### src/sv/nps_sqrt.sv
// Pipelined integer square root, one result bit per stage.
module nps_sqrt #(
  parameter int WD = 8
) (
  input  logic            clk,
  input  logic [WD-1:0]   d,
  output logic [WD/2-1:0] root
);

  localparam int NS = WD / 2;
  localparam int WR = NS + 2;

  logic [WD-1:0] dsh_r [NS];
  logic [WR-1:0] rem_r [NS];
  logic [NS-1:0] root_r [NS];

  for (genvar k = 0; k < NS; k++) begin : g_stage
    logic [WD-1:0] d_in;
    logic [WR-1:0] rem_in;
    logic [NS-1:0] root_in;
    logic [WR-1:0] cur;
    logic [WR-1:0] trial;

    if (k == 0) begin : g_first
      assign d_in = d;
      assign rem_in = '0;
      assign root_in = '0;
    end else begin : g_next
      assign d_in = dsh_r[k-1];
      assign rem_in = rem_r[k-1];
      assign root_in = root_r[k-1];
    end

    assign cur = {rem_in[WR-3:0], d_in[WD-1 -: 2]};
    assign trial = {root_in, 2'b01};

    always_ff @(posedge clk) begin
      dsh_r[k] <= d_in << 2;
      if (cur >= trial) begin
        rem_r[k] <= cur - trial;
        root_r[k] <= {root_in[NS-2:0], 1'b1};
      end else begin
        rem_r[k] <= cur;
        root_r[k] <= {root_in[NS-2:0], 1'b0};
      end
    end
  end

  assign root = root_r[NS-1];

endmodule

### config.mk
export PLATFORM = sky130hd
export DESIGN_NAME = nps_sqrt
export DESIGN_NICKNAME = d
export VERILOG_FILES = /design/src/sv/nps_sqrt.sv
export SDC_FILE = /design/constraint.sdc
export NUM_CORES = 1
export LEC_CHECK = 0
export ABC_AREA = 1
export CAP_MARGIN = 20
export CELL_PAD_IN_SITES_DETAIL_PLACEMENT = 0
export CELL_PAD_IN_SITES_GLOBAL_PLACEMENT = 2
export CORE_MARGIN = 5
export CORE_UTILIZATION = 40
export DETAILED_ROUTE_END_ITERATION = 10
export DONT_BUFFER_PORTS = 1
export GPL_TIMING_DRIVEN = 0
export PLACE_DENSITY = 0.88
export SYNTH_ARGS = -nofsm -noshare
export SYNTH_HDL_FRONTEND = slang
export SYNTH_SLANG_ARGS = --single-unit
### constraint.sdc
create_clock -name clk -period 2 [get_ports clk]
set_input_delay 0.4 -clock clk [delete_from_list [all_inputs] [get_ports clk]]
set_output_delay 0.4 -clock clk [all_outputs]
set_load 0.01 [all_outputs]
# --- Yosys cells after proc, flatten, opt, wreduce, memory -nomap -nowiden ---
# Memory sizes are Yosys's and may differ from the RTL's.
# Cells that the tools add are included.
# Widths: inputs -> output; s select.
word_totals:
  mem_bits_rw: 64
  in_bits: 9
  wordCells: 39
  mem_count: 3
  ff_bits: 0
  output_inout_bits: 4
mem_list:
  columns: ["memory", "depth", "word_bits", "read_ports", "rd_clocked_by_memory_dff", "write_ports", "line", "source"]
  rows:
  - ["dsh_r", 4, 6, 3, 0, 4, "13", "logic [WD-1:0] dsh_r [NS];"]
  - ["rem_r", 4, 6, 3, 0, 4, "14", "logic [WR-1:0] rem_r [NS];"]
  - ["root_r", 4, 4, 4, 0, 4, "15", "logic [NS-1:0] root_r [NS];"]
classes:
  muxes: 20
  add_sub_neg: 4
  magnitude_cmp: 4
  n_bitwise: 8
op_table:
  columns: ["cell", "n"]
  rows:
  - ["$mux 6", 4]
  - ["$ge 6x6->1", 3]
  - ["$sub 6x6->6", 3]
  - ["$mux 4", 4]
  - ["$mux 1", 12]
  - ["$or 1x1->1", 8]
  - ["$sub 2x1->3 const B", 1]
  - ["$ge 2x1->1 const B", 1]

# --- Logic depth before layout (Yosys ltp) ---
# Gate-level depths: netlist of run 1.
# An unclocked memory read counts as a cell.
logic_depth:
  depth_word: 5
  ltp_mapped: 9
  mapped_depth_nobuf: 9

# --- Worst setup path after synthesis of run 1 ---
# Ideal clock, no wire load.
synth_path:
  path_type: "register -> register"
  start: "memory root_r[1][0] in the netlist's numbering"
  end: "memory rem_r[1][3] in the netlist's numbering"
  stages_incl_launch_ff: 9
  n_path_buf: 0
  setup_time_ps: 112
  required_time_ps: 1888
  path_slack_ps: 800
  arrival_time_ps: 1088
  period_less_slack_ps: 1200
  cell_sequence: "dfxtp_1 inv_1 ha_1 nand2_1 nand3b_1 nand2_2 nand2_4 nand2_1 nand2_1"
synth_lines:
  columns: ["item", "line"]
  rows:
  - ["from (decl)", "15"]
  - ["to (decl)", "14"]

==> run summary, run 1 <==
The flow ran to the end, and the final reports show no timing, DRC or antenna violations. The area of all placed cells without fillers is 1230 um^2. The combinational group share of total power is about an eighth.

The final clock skew came out at 0.00793 ns. The share of the clock period used by the worst path after layout is between 60% and 70%. The clock net in this run drives a total of 33 sinks. The setup TNS came out at 0 ns. The detail-routed via count per cell came out at 4.41. The proportion of power drawn by the clock network is 29.9%.

The portion of the post-synthesis area used by sequential elements came out at 59.1%. The synthesized area came out at 1120 um^2. The quantity of hold-fixing buffers added after cts is 0. The count of nets after finishing is between 100 and 150.

STA classifies the critical path startpoint as a flop. The number of buffers on the longest clock path came out at 2. The number of violations reported at the end of detailed-routing iteration 0 is 6. TritonCTS built the clock tree.

The number of clock buffers added by TritonCTS is 5. The horizontal die dimension came out at 62.9 um. The number of antenna violations at the first check in global routing was 0.

CTS built an H-tree with a depth of 2. The cell area after placement is between 1000 and 1500 um^2. Setup repair after global routing left no endpoint under its margin. The origin of the critical flop-to-flop path is root_r[1][0]$_DFF_P_.

The number of search-and-repair iterations in the first detailed-routing pass came out at 4. The final wirelength is 1330 um. The post-cts resize count is 0. The synthesized instance count came out at 112.

The net switching component of the power came out at 0.000335 W. Dividing the detail-routed wire length by the instance count gives 8.79 um. The initial standard-cell utilization of the core is 41.2%.

In this run the most critical hold path is launched from d[2]. After global routing the overflow that remains totals 0. The half-perimeter wire length after placement came out at 1040 um. The number of top-level design ports came out at 13.

The path class of the tightest hold or removal check is primary input to flop. STA classifies the critical path endpoint as a flop. During placement, the flow inserted port buffers numbering 0.

The count of nets left with antenna violations once routing finished came out at 0. The first global-routing pass estimated 2500 um of wire. Net switching is between 20 and 25% of the power. The share of post-route cells with drive strength above 1 came out at 11.7%. The synthesized area per cell is ~10 um^2. The biggest fanout along the worst timing path is 5. The leakage power total came out at 0.642 nW. The number of hold violations in the final report is 0. For the worst-skew pair, the clock arrives at the later sink with an insertion delay of 0.32 ns. The category of the critical setup timing path is flop to flop. The clock-pin slew of the registers on the worst-case setup and hold paths came out at 0.09 ns. In the routed design, unresolved DRC markers number 0. The number of nets in the synthesized netlist is 131.

Entering global routing, the biggest net connects 11 pins. The area of the die came out at 3950 um^2. The via count of the first global-routing pass was 652. The internal power contribution came out at 0.00101 W. The clock period could shrink to 1.31 ns. Summing over every cut layer, the via total after detailed routing is 666. The count of different cell masters after synthesis came out at 19. The floorplan has 19 rows.

The critical path starts at root_r[1][0]$_DFF_P_. The upper clock frequency limit came out at 764 MHz. VDD sags by at most 0.723 mV. In this run the power density over the cells is approximately 1100 nW/um^2. Post-CTS timing repair inserted 0 buffers for setup.

The max-cap check violation count came out at 0. The signed area change from the synthesized netlist to the final layout is 9.74%. CTS placed an instance of sky130_fd_sc_hd__clkbuf_4 at the clock tree root.

The max-slew violation count came out at 0. During synthesis, Yosys emitted a total of 0 warnings. STA puts the critical path data required time at 2.22 ns.

The number of antenna diodes in the final layout is 0. The placeable core region came out at 2710 um^2. The relative contribution of sequential cells to total power is 57.7%.

The number of storage elements in the synthesis netlist is 33. In the global route stage, overall resource usage came out at 8.26%. The placer's final routability congestion estimate came out at about 0.78. The final-report setup violation count is 0. The arrival time at the worst endpoint is 1.53 ns. The floorplan die height came out at 62.9 um.
## power groups by stage
stage	Combinational (W)	Clock (W)	Sequential (W)
after global placement	0.000168	0	0.000791
after detailed placement	0.000170	0	0.000794
final	0.000168	0.000402	0.000776
after CTS	0.000171	0.000417	0.000779
after global routing	0.000198	0.000450	0.000787
after floorplan	0.000143	0	0.000784
## per-stage QoR
| step | utilization, % | total power [W] | setup WS (ns) | instances | hold slack [ns] |
|---|---|---|---|---|---|
| after CTS | 45.2 | 0.00137 | 0.677 | 151 | 0.0857 |
| after global placement | 42.7 | 0.000959 | 0.686 | 143 | 0.310 |
| after floorplan | - | 0.000928 | 0.800 | 112 | 0.310 |
| after detailed placement | 42.7 | 0.000964 | 0.690 | 143 | 0.312 |
| after global routing | 45.2 | 0.00143 | 0.561 | 151 | 0.0671 |
| final | 45.2 | 0.00135 | 0.691 | 151 | 0.0975 |
## cell families (layout without fill, tap and decap cells)
kind of cell,after synthesis,in the layout,synth area share (%)
flip-flops,33,33,59.1
other,1,1,0.336
XOR/XNOR,3,3,2.35
AO/OA/AOI/OAI,7,7,3.36
buffers and inverters,18,26,6.05
AND/OR/NAND/NOR,40,40,17.6
adder cells (fa/ha/maj),10,10,11.2
## area by class of cell
class,instances,area [um^2]
clock inverters,1,5.00
fillers,274,1480
inverters,18,67.6
multi-input cells,61,389
clock buffers,7,65.1
flip-flops and latches,33,661
well taps,31,38.8
## registers in the layout, summed over array words and instances (netlist names)
register and cells:
dsh_r 12, rem_r 11, root_r 10
## cells in the mapped netlist (all sizes together)
library cell	count	area (um^2)
nand3	7	35.0
or2	1	6.26
xnor2	1	8.76
nor2	8	30.0
o211ai	1	7.51
xor2	2	17.5
o21ai	2	10.0
inv	18	67.6
nor3	2	26.3
nand2	21	91.3
ha	10	125
nand3b	1	7.51
a21oi	4	20.0
dfxtp	33	661
conb	1	3.75
## worst max-delay path, stage by stage (launching register included)
cell	delay [ns]
sky130_fd_sc_hd__dfxtp_1	0.34
sky130_fd_sc_hd__inv_1	0.04
sky130_fd_sc_hd__ha_1	0.33
sky130_fd_sc_hd__nand2_1	0.09
sky130_fd_sc_hd__nand3b_1	0.09
sky130_fd_sc_hd__nand2_2	0.13
sky130_fd_sc_hd__nand2_4	0.07
sky130_fd_sc_hd__nand2_1	0.07
sky130_fd_sc_hd__nand2_1	0.04
## final timing paths
path | to | slack, ns | depth (start not counted)
setup / recovery | rem_r[1][3]$_DFF_P_ | 0.69 | 8
setup reg to reg | rem_r[1][3]$_DFF_P_ | 0.69 | 8
hold / removal | dsh_r[0][2]$_DFF_P_ | 0.1 | 0
hold reg to reg | dsh_r[1][4]$_DFF_P_ | 0.33 | 0
## routing by layer
metal / part of all wire (%) / global-route usage [%] / up-vias
li1: - / - / 357
met1: 44 / 9.23 / 287
met2: 46 / 11.7 / 15
met3: 6.9 / 4.86 / 7
met4: 3.3 / 5.57 / 0
met5: 0 / 0 / -
## cell usage in the layout, fill, tap and decap left out
master / n
sky130_fd_sc_hd__conb_1: 1
sky130_fd_sc_hd__nand3b_1: 1
sky130_fd_sc_hd__nor2_1: 8
sky130_fd_sc_hd__o211ai_1: 1
sky130_fd_sc_hd__nor3_2: 1
sky130_fd_sc_hd__inv_1: 18
sky130_fd_sc_hd__xor2_1: 2
sky130_fd_sc_hd__clkbuf_4: 5
sky130_fd_sc_hd__nor3_4: 1
sky130_fd_sc_hd__xnor2_1: 1
sky130_fd_sc_hd__nand2_4: 1
sky130_fd_sc_hd__nand3_1: 7
sky130_fd_sc_hd__or2_2: 1
sky130_fd_sc_hd__o21ai_0: 1
sky130_fd_sc_hd__o21ai_1: 1
sky130_fd_sc_hd__clkinv_2: 1
sky130_fd_sc_hd__a21oi_1: 4
sky130_fd_sc_hd__ha_1: 10
sky130_fd_sc_hd__nand2_2: 2
sky130_fd_sc_hd__nand2_1: 18
sky130_fd_sc_hd__dfxtp_1: 33
sky130_fd_sc_hd__clkbuf_8: 2
Note: power is estimated with default switching activity, not from simulation.
==> run 2: changes to the inputs <==
Settings changed: CORE_UTILIZATION 40 to 37, PLACE_DENSITY 0.88 to 0.83.
Clock period 2 ns to 1.3 ns, I/O delays scaled along.
==> run 2 against run 1 <==
  * Flip-flop and latch count unchanged
  * Worst hold slack worse by 0.073 ns
  * First-iteration DRC count up 120%
  * Final area up 6.8%
  * Routed wire length up 5.1%
  * Fmax up 9.7%
  * Power up 49%
  * Register-to-register slack worse by 0.58 ns
  * Global-route usage down 0.17 points
  * Clock power up 29%
  * Critical endpoint is now rem_r[1][2]$_DFF_P_
  * Largest cell class unchanged
==> run summary, run 2 (same netlist as run 1, synthesis figures left out) <==
The run finished with clean final reports. The first routing iteration left 13 violations. In the layout the commonest cells are 31 x sky130_fd_sc_hd__dfxtp_1, 18 x sky130_fd_sc_hd__nand2_1, 17 x sky130_fd_sc_hd__inv_1. The count of nets after finishing is 146. The worst hold path was traced through 2 stages. The placement row count came out at 20.

The clock sink count is 33. The area of combinational cells with multiple inputs came out at about 410 um^2. Clock latency on the worst-skew pair, taken at its later pin, is 0.33 ns. In the final routed layout, each cell accounts on average for 8.67 um.

Global routing used slightly above 8% of the available tracks. The horizontal die dimension came out at approximately 65 um. The net switching component of the power is about 0.00053 W.

The area of the die came out at around 4200 um^2. Registers are responsible for 59.8% of the overall power. The upper clock frequency limit is 838 MHz. At the placement stage, the worst setup path has a slack of -0.0211 ns. The largest registers in the layout are dsh_r x12, rem_r x11, root_r x10.

The flop-to-flop setup slack is 0.11 ns. The first element of the critical path is root_r[1][0]$_DFF_P_. The clock-pin slew of the registers on the worst-case setup and hold paths came out at roughly 0.1 ns.

The placeable core region is 2980 um^2. The share of post-route cells with drive strength above 1 came out at 14.8%. The final-report setup violation count is 0.

The number of hold violations in the final report is 0. On the final layout, the worst clock skew is between 0.008 and 0.009 ns. The pin count of the biggest net entering global routing came out at 11. The leakage power total is 0.662 nW. The footprint of the flip-flops and latches is 663 um^2. The number of buffers on the longest clock path is 2. The initial standard-cell utilization of the core came out at 37.5%.

The arrival time at the worst endpoint is 1.42 ns. The final wirelength is between 1000 and 1500 um. From synthesis to final layout, the design area changed by 17.2%. The maximum vdd drop came out at 0.606 mV. The congestion estimate from routability-driven global placement came to 0.780. TritonCTS built the clock tree. The largest register by flop count is dsh_r. The overall power consumption is 0.00200 W. The max-slew violation count is 0. Max-cap violations in this run came to 0. The post-route minimum period is 1.19 ns. The biggest fanout along the worst timing path came out at 5. The most numerous cell type found on the critical path is sky130_fd_sc_hd__nand2_1. Following the worst setup path forward leads to its endpoint at rem_r[1][2]$_DFF_P_.

The worst setup path is of the flop to flop kind. In this run the clock root is driven by a sky130_fd_sc_hd__clkbuf_4. In this run, placement finished with an instance count of 145. STA classifies the critical path endpoint as a flop. The critical path buffer and inverter count came out at 1. The number of top-level design ports came out at 13.

The depth of the worst register-to-register path is 8. The maximum cell stage delay along the critical path is 0.34 ns. The count of non-filler cells in the finished layout is 161. Data on the critical path is required at its endpoint by 1.53 ns. The combinational group share of total power came out at 14.3%. The number of flip-flops under the largest register name came out at 12. The total number of vias came out at 687. The startpoint identified for the worst register-to-register timing path is root_r[1][0]$_DFF_P_.

The via count of the first global-routing pass came out at approximately 630. Dividing the detail-routed via count by the number of cells gives roughly 4.3. The worst hold path class is primary input to flop. The setup TNS is 0 ns.

The endpoint identified for the worst register-to-register timing path is rem_r[1][2]$_DFF_P_. Counting buffers and inverters, the worst setup path is 8 cells deep. Cell internal power was estimated by the tool at 0.00148 W.

The first-pass GRT wire length came out at 2440 um. TritonCTS created 5 clock buffers. For this run, the detailed router's first-pass iteration total came to 4. The number of nets with antenna violations after detailed routing came out at 0. The largest individual stage delay along the critical path comes from the cell sky130_fd_sc_hd__dfxtp_2.

The share of the clock period used by the worst path after layout is 91.8%. The minimum setup slack in the final design is 0.107 ns. The detailed-route DRC error count is 0.

The number of antenna violations at the first check in global routing came out at 0. The filler cell count is 296. The switching part of the total power came out at 26.3%.

The post-CTS setup buffer count is 0. From bottom edge to top edge, the die measures ~65 um. The half-perimeter wire length after placement is 1040 um. The depth of the CTS H-tree is 2. Grouping stages by cell kind, the critical path spends the most delay in simple AND/OR/NAND/NOR gates. The areal power density over the cells came out at 1530 nW/um^2. The number of input and output port buffers inserted is 0. The most common library cell in the layout ignoring fill and taps is sky130_fd_sc_hd__dfxtp_1. The proportion of power drawn by the clock network came out at between 20 and 30%.

The worst setup path is launched from a flop. The repair_antennas step left the layout with diodes totalling 0. Walking the worst path, the cells encountered are inv_1 -> ha_4 -> nand2_1 -> nand3b_1 -> nand2_2 -> nand2_4 -> nand2_1 -> nand2_1. The residual overflow from global routing came out at 0.
## run 2: changes by cell type in the layout (fill, tap and decap cells not counted)
cell | before | now
sky130_fd_sc_hd__clkinv_2 | 1 | 2
sky130_fd_sc_hd__inv_1 | 18 | 17
sky130_fd_sc_hd__inv_2 | 0 | 1
sky130_fd_sc_hd__clkbuf_1 | 0 | 1
sky130_fd_sc_hd__dfxtp_1 | 33 | 31
sky130_fd_sc_hd__ha_4 | 0 | 1
sky130_fd_sc_hd__clkbuf_8 | 2 | 0
sky130_fd_sc_hd__ha_2 | 0 | 2
sky130_fd_sc_hd__ha_1 | 10 | 7
sky130_fd_sc_hd__dlygate4sd3_1 | 0 | 8
sky130_fd_sc_hd__dfxtp_2 | 0 | 2
## run 2: worst min path at each step
stage               start             endpoint
finish               d[7]  rem_r[0][0]$_DFF_P_
detailed placement   d[5]  dsh_r[0][5]$_DFF_P_
floorplan            d[0]  dsh_r[0][0]$_DFF_P_
global route         d[7]  rem_r[0][1]$_DFF_P_
global placement     d[0]  dsh_r[0][0]$_DFF_P_
CTS                  d[7]  rem_r[0][0]$_DFF_P_
## run 2: power groups by stage
| stage | clock network, W | logic [W] | registers [W] |
|---|---|---|---|
| final | 0.000517 | 0.000287 | 0.00120 |
| after global routing | 0.000603 | 0.000334 | 0.00121 |
| after CTS | 0.000543 | 0.000289 | 0.00120 |
| after detailed placement | 0 | 0.000262 | 0.00122 |
| after global placement | 0 | 0.000258 | 0.00122 |
| after floorplan | 0 | 0.000221 | 0.00121 |
## run 2: metal layers
metal | global-route usage (%) | routed length (um) | vias up
met3 | 4.68 | 102 | 8
met1 | 8.02 | 598 | 288
met5 | 0 | 0 | -
met2 | 11.9 | 636 | 14
li1 | - | - | 377
met4 | 7.12 | 59 | 0
## run 2: what timing repair did
| item | in CTS | in global routing |
|---|---|---|
| hold buffers | 7 | 1 |
| resized for setup | 1 | 5 |
| pin swaps | 1 | 3 |
| endpoints found under the setup margin | 4 | 5 |
| hold endpoints to repair | 7 | 1 |
## run 2: area by class of cell
class	instances	area share (%)
sequential	33	50.6
multi-input combinational	61	31.0
timing repair buffer	8	6.11
inverter	18	5.16
clock buffer	6	3.15
tap	33	3.15
clock inverter	2	0.764
## run 2: stage by stage
| step | util, % | hold slack (ns) | area (um^2) |
|---|---|---|---|
| floorplan | - | 0.288 | 1120 |
| global placement | 38.9 | 0.288 | 1160 |
| detailed placement | 38.9 | 0.288 | 1160 |
| CTS | 43.4 | 0.00763 | 1290 |
| global route | 44.0 | 0.00343 | 1310 |
| finish | 44.0 | 0.0241 | 1310 |
## run 2: worst register-to-register path: cells and delay by family (launching register included)
kind,cells,cell delay [ns]
AND/OR/NAND/NOR,6,0.45
flip-flops,1,0.34
adder cells (fa/ha/maj),1,0.23
buffers and inverters,1,0.06
==> run 3: changes to the inputs <==
Settings changed: ABC_CLOCK_PERIOD_IN_PS set to 1300, CTS_CLUSTER_DIAMETER set to 40, SETUP_SLACK_MARGIN set to 0.5.
==> run 3 against run 2 <==
  * Via count up 6.3%
  * Non-clock buffer count increased by 8
  * Routed wire length rose by 14%
  * Clock power rose by 3.9%
  * Critical path depth fell by 1
  * Sequential power barely moved
  * Fmax increased by 1.3%
  * Die area did not move
  * Final area up 14%
  * Flip-flop and latch count unchanged
  * Clock skew is 0.0033 ns lower
  * Core utilization is 6.2 points higher
  * Largest power group unchanged
==> run summary, run 3 (same netlist as run 1, synthesis figures left out) <==
The areal power density over the cells came out at 1420 nW/um^2. The average wire per cell in the routed design is 9.38 um. The beginning of the worst hold path is d[7].

For the final database, setup skew stands at approximately 0.0055 ns. Of all nets on the critical path, the largest fanout is 5. The depth of the worst register-to-register path is 7.

The number of search-and-repair iterations in the first detailed-routing pass is 2. The run finished with clean final reports. The horizontal die dimension is 65.0 um. The data required time at the worst endpoint is ~1.5 ns. The final layout contains routed wiring with a total length of 1590 um. Setup repair after global routing could not meet its margin everywhere.

Buffers placed on the I/O ports in this run total 0. The area of the die came out at 4220 um^2. The share of post-route cells with drive strength above 1 came out at 41.9%.

The combined global-route utilization of all metal layers came out at 8.71%. The share of the clock period used by the worst path after layout is 90.6%. The critical path buffer and inverter count came out at 0. On the critical path the largest part of the delay comes from simple AND/OR/NAND/NOR gates. The post-route minimum period is 1.18 ns. The tightest min-delay check is of the primary input to flop type. The antenna diode count came out at 0. dsh_r holds more flip-flops than any other register. The cell count along the critical path is 7. The worst hold slack is 0.0273 ns. The terminus of the critical flop-to-flop path is rem_r[1][2]$_DFF_P_. The maximum vdd drop is approximately 0.68 mV. The die is 65.0 um tall. The via count of the first global-routing pass came out at just under 700.

For this design, the slowest cell found on the critical path is sky130_fd_sc_hd__dfxtp_2. The number of antenna violations at the first check in global routing came out at 0. The placer's final routability congestion estimate is between 0.7 and 0.8. The critical path capture point type is a flop.

Clock-pin slew was measured on the worst setup and hold paths at approximately 0.1 ns. The clock tree from TritonCTS is built. The setup TNS came out at 0 ns.

The critical path goes through ha_4 -> nand2_2 -> nand3b_1 -> nand2_2 -> nand2_4 -> nand2_1 -> nand2_1. The number of clock buffers added by TritonCTS is 5. The placement row count is 20. The library cell used most frequently in the layout, excluding fill and tap cells, is sky130_fd_sc_hd__dfxtp_1. The insertion delay to the later sink of the worst-skew pair came out at 0.33 ns. The core region is 2980 um^2. The residual overflow from global routing is 0. The leakage power total is between 0.6 and 0.7 nW. The critical path in this run is classified as flop to flop. The signed area change from the synthesized netlist to the final layout came out at 33.7%. The depth of the CTS H-tree is 2. The maximum cell stage delay along the critical path is 0.35 ns. The quantity of hold-fixing buffers added after cts came out at 8.

The setup check on the worst reg-to-reg path leaves a slack of 0.12 ns. The total number of vias came out at 730. The max-slew violation count is 0. The pin count of the biggest net entering global routing came out at 12. The count of nets left with antenna violations once routing finished came out at 0.

The upper clock frequency limit came out at 849 MHz. The most critical setup path has its startpoint at rem_r[0][6]$_DFF_P_. The final-report setup violation count is 0. Once detailed placement completed, the half-perimeter wirelength came to 1080 um. The critical path startpoint category is a flop.

The tree built by TritonCTS fans out to 33 sinks. The number of violations reported at the end of detailed-routing iteration 0 is 22. The count of nets after finishing is about 150. The largest registers in the layout are dsh_r x12, rem_r x11, root_r x10.

The number of top-level design ports came out at 13. The number of flip-flops under the largest register name is 12. The first-pass GRT wire length is ~2600 um. Dividing the detail-routed via count by the number of cells gives 4.32. After detailed routing, the number of remaining DRC violations is 0. The CTS root buffer is sky130_fd_sc_hd__clkbuf_4.

For this configuration, the core starts out at a cell density of 37.5%. In this run the worst setup path terminates at rem_r[1][2]$_DFF_P_. The number of buffers on the longest clock path is 2. Data arrives at the worst endpoint at around 1.4 ns. The number of hold violations in the final report was 0. The top cell types in the final layout, fill and taps aside, are 20 x sky130_fd_sc_hd__dfxtp_1, 15 x sky130_fd_sc_hd__nand2_1, 11 x sky130_fd_sc_hd__inv_1, 11 x sky130_fd_sc_hd__dfxtp_2. Across the run, the number of max-cap violations was 0.

In this run the critical register-to-register path is launched from rem_r[0][6]$_DFF_P_.
==> run 3: changes by cell type in the layout (fill, tap and decap cells not counted), sizes merged <==
cell      change
buf           +8
clkinvlp      +1
clkbuf        -1
==> run 3: how the worst min path moves through the flow <==
| stage | cells after the start | endpoint |
|---|---|---|
| after floorplan | 0 | dsh_r[0][0]$_DFF_P_ |
| after global placement | 0 | dsh_r[0][0]$_DFF_P_ |
| after detailed placement | 0 | dsh_r[0][0]$_DFF_P_ |
| after CTS | 1 | root_r[0][0]$_DFF_P_ |
| after global routing | 1 | root_r[0][0]$_DFF_P_ |
| final | 1 | root_r[0][0]$_DFF_P_ |
==> run 3: metal layers <==
layer,routed length (um),share of wire (%),track usage [%],up-vias
li1,-,-,-,389
met1,609,38,7.71,323
met2,841,53,14.4,13
met3,93,5.9,5.20,5
met4,41,2.6,6.33,0
met5,0,0,0,-
==> run 3: layout make-up <==
type	instances	area, um^2
Clock buffer	5	37.5
Clock inverter	3	17.5
Fill cell	285	1480
Inverter	18	75.1
Multi-Input combinational cell	61	500
Sequential cell	33	682
Tap cell	33	41.3
Timing Repair Buffer	16	140
==> run 3: metrics by stage <==
step                      area (um^2)  utilization, %  total power (W)  setup WS [ns]  std cells
after CTS                        1440            48.4          0.00214          0.120        168
after global routing             1490            50.2          0.00226         0.0481        169
after global placement           1210            40.7          0.00151          0.107        145
after floorplan                  1170               -          0.00146          0.208        112
after detailed placement         1210            40.7          0.00152         0.0906        145
final                            1490            50.2          0.00212          0.123        169
==> run 3: worst reg2reg max path: cells and delay by family, from the launching register on <==
kind                       cells  cell delay [ns]
and+or+nand+nor                6             0.48
DFF                            1             0.35
adders and majority gates      1             0.26
==> run 3: timing repair <==
item	4_1_cts	5_1_grt
gates resized for setup	15	12
endpoints found under the setup margin	15	15
endpoints found under the hold margin	7	1
pin swaps	7	4
setup buffers	7	1
==> run 3: power by group <==
part	switching, W	leakage, nW	internal, W
Combinational	0.000180	0.392	0.000188
Sequential	0.0000740	0.276	0.00114
Clock	0.000334	0.0310	0.000204
Total	0.000588	0.699	0.00153
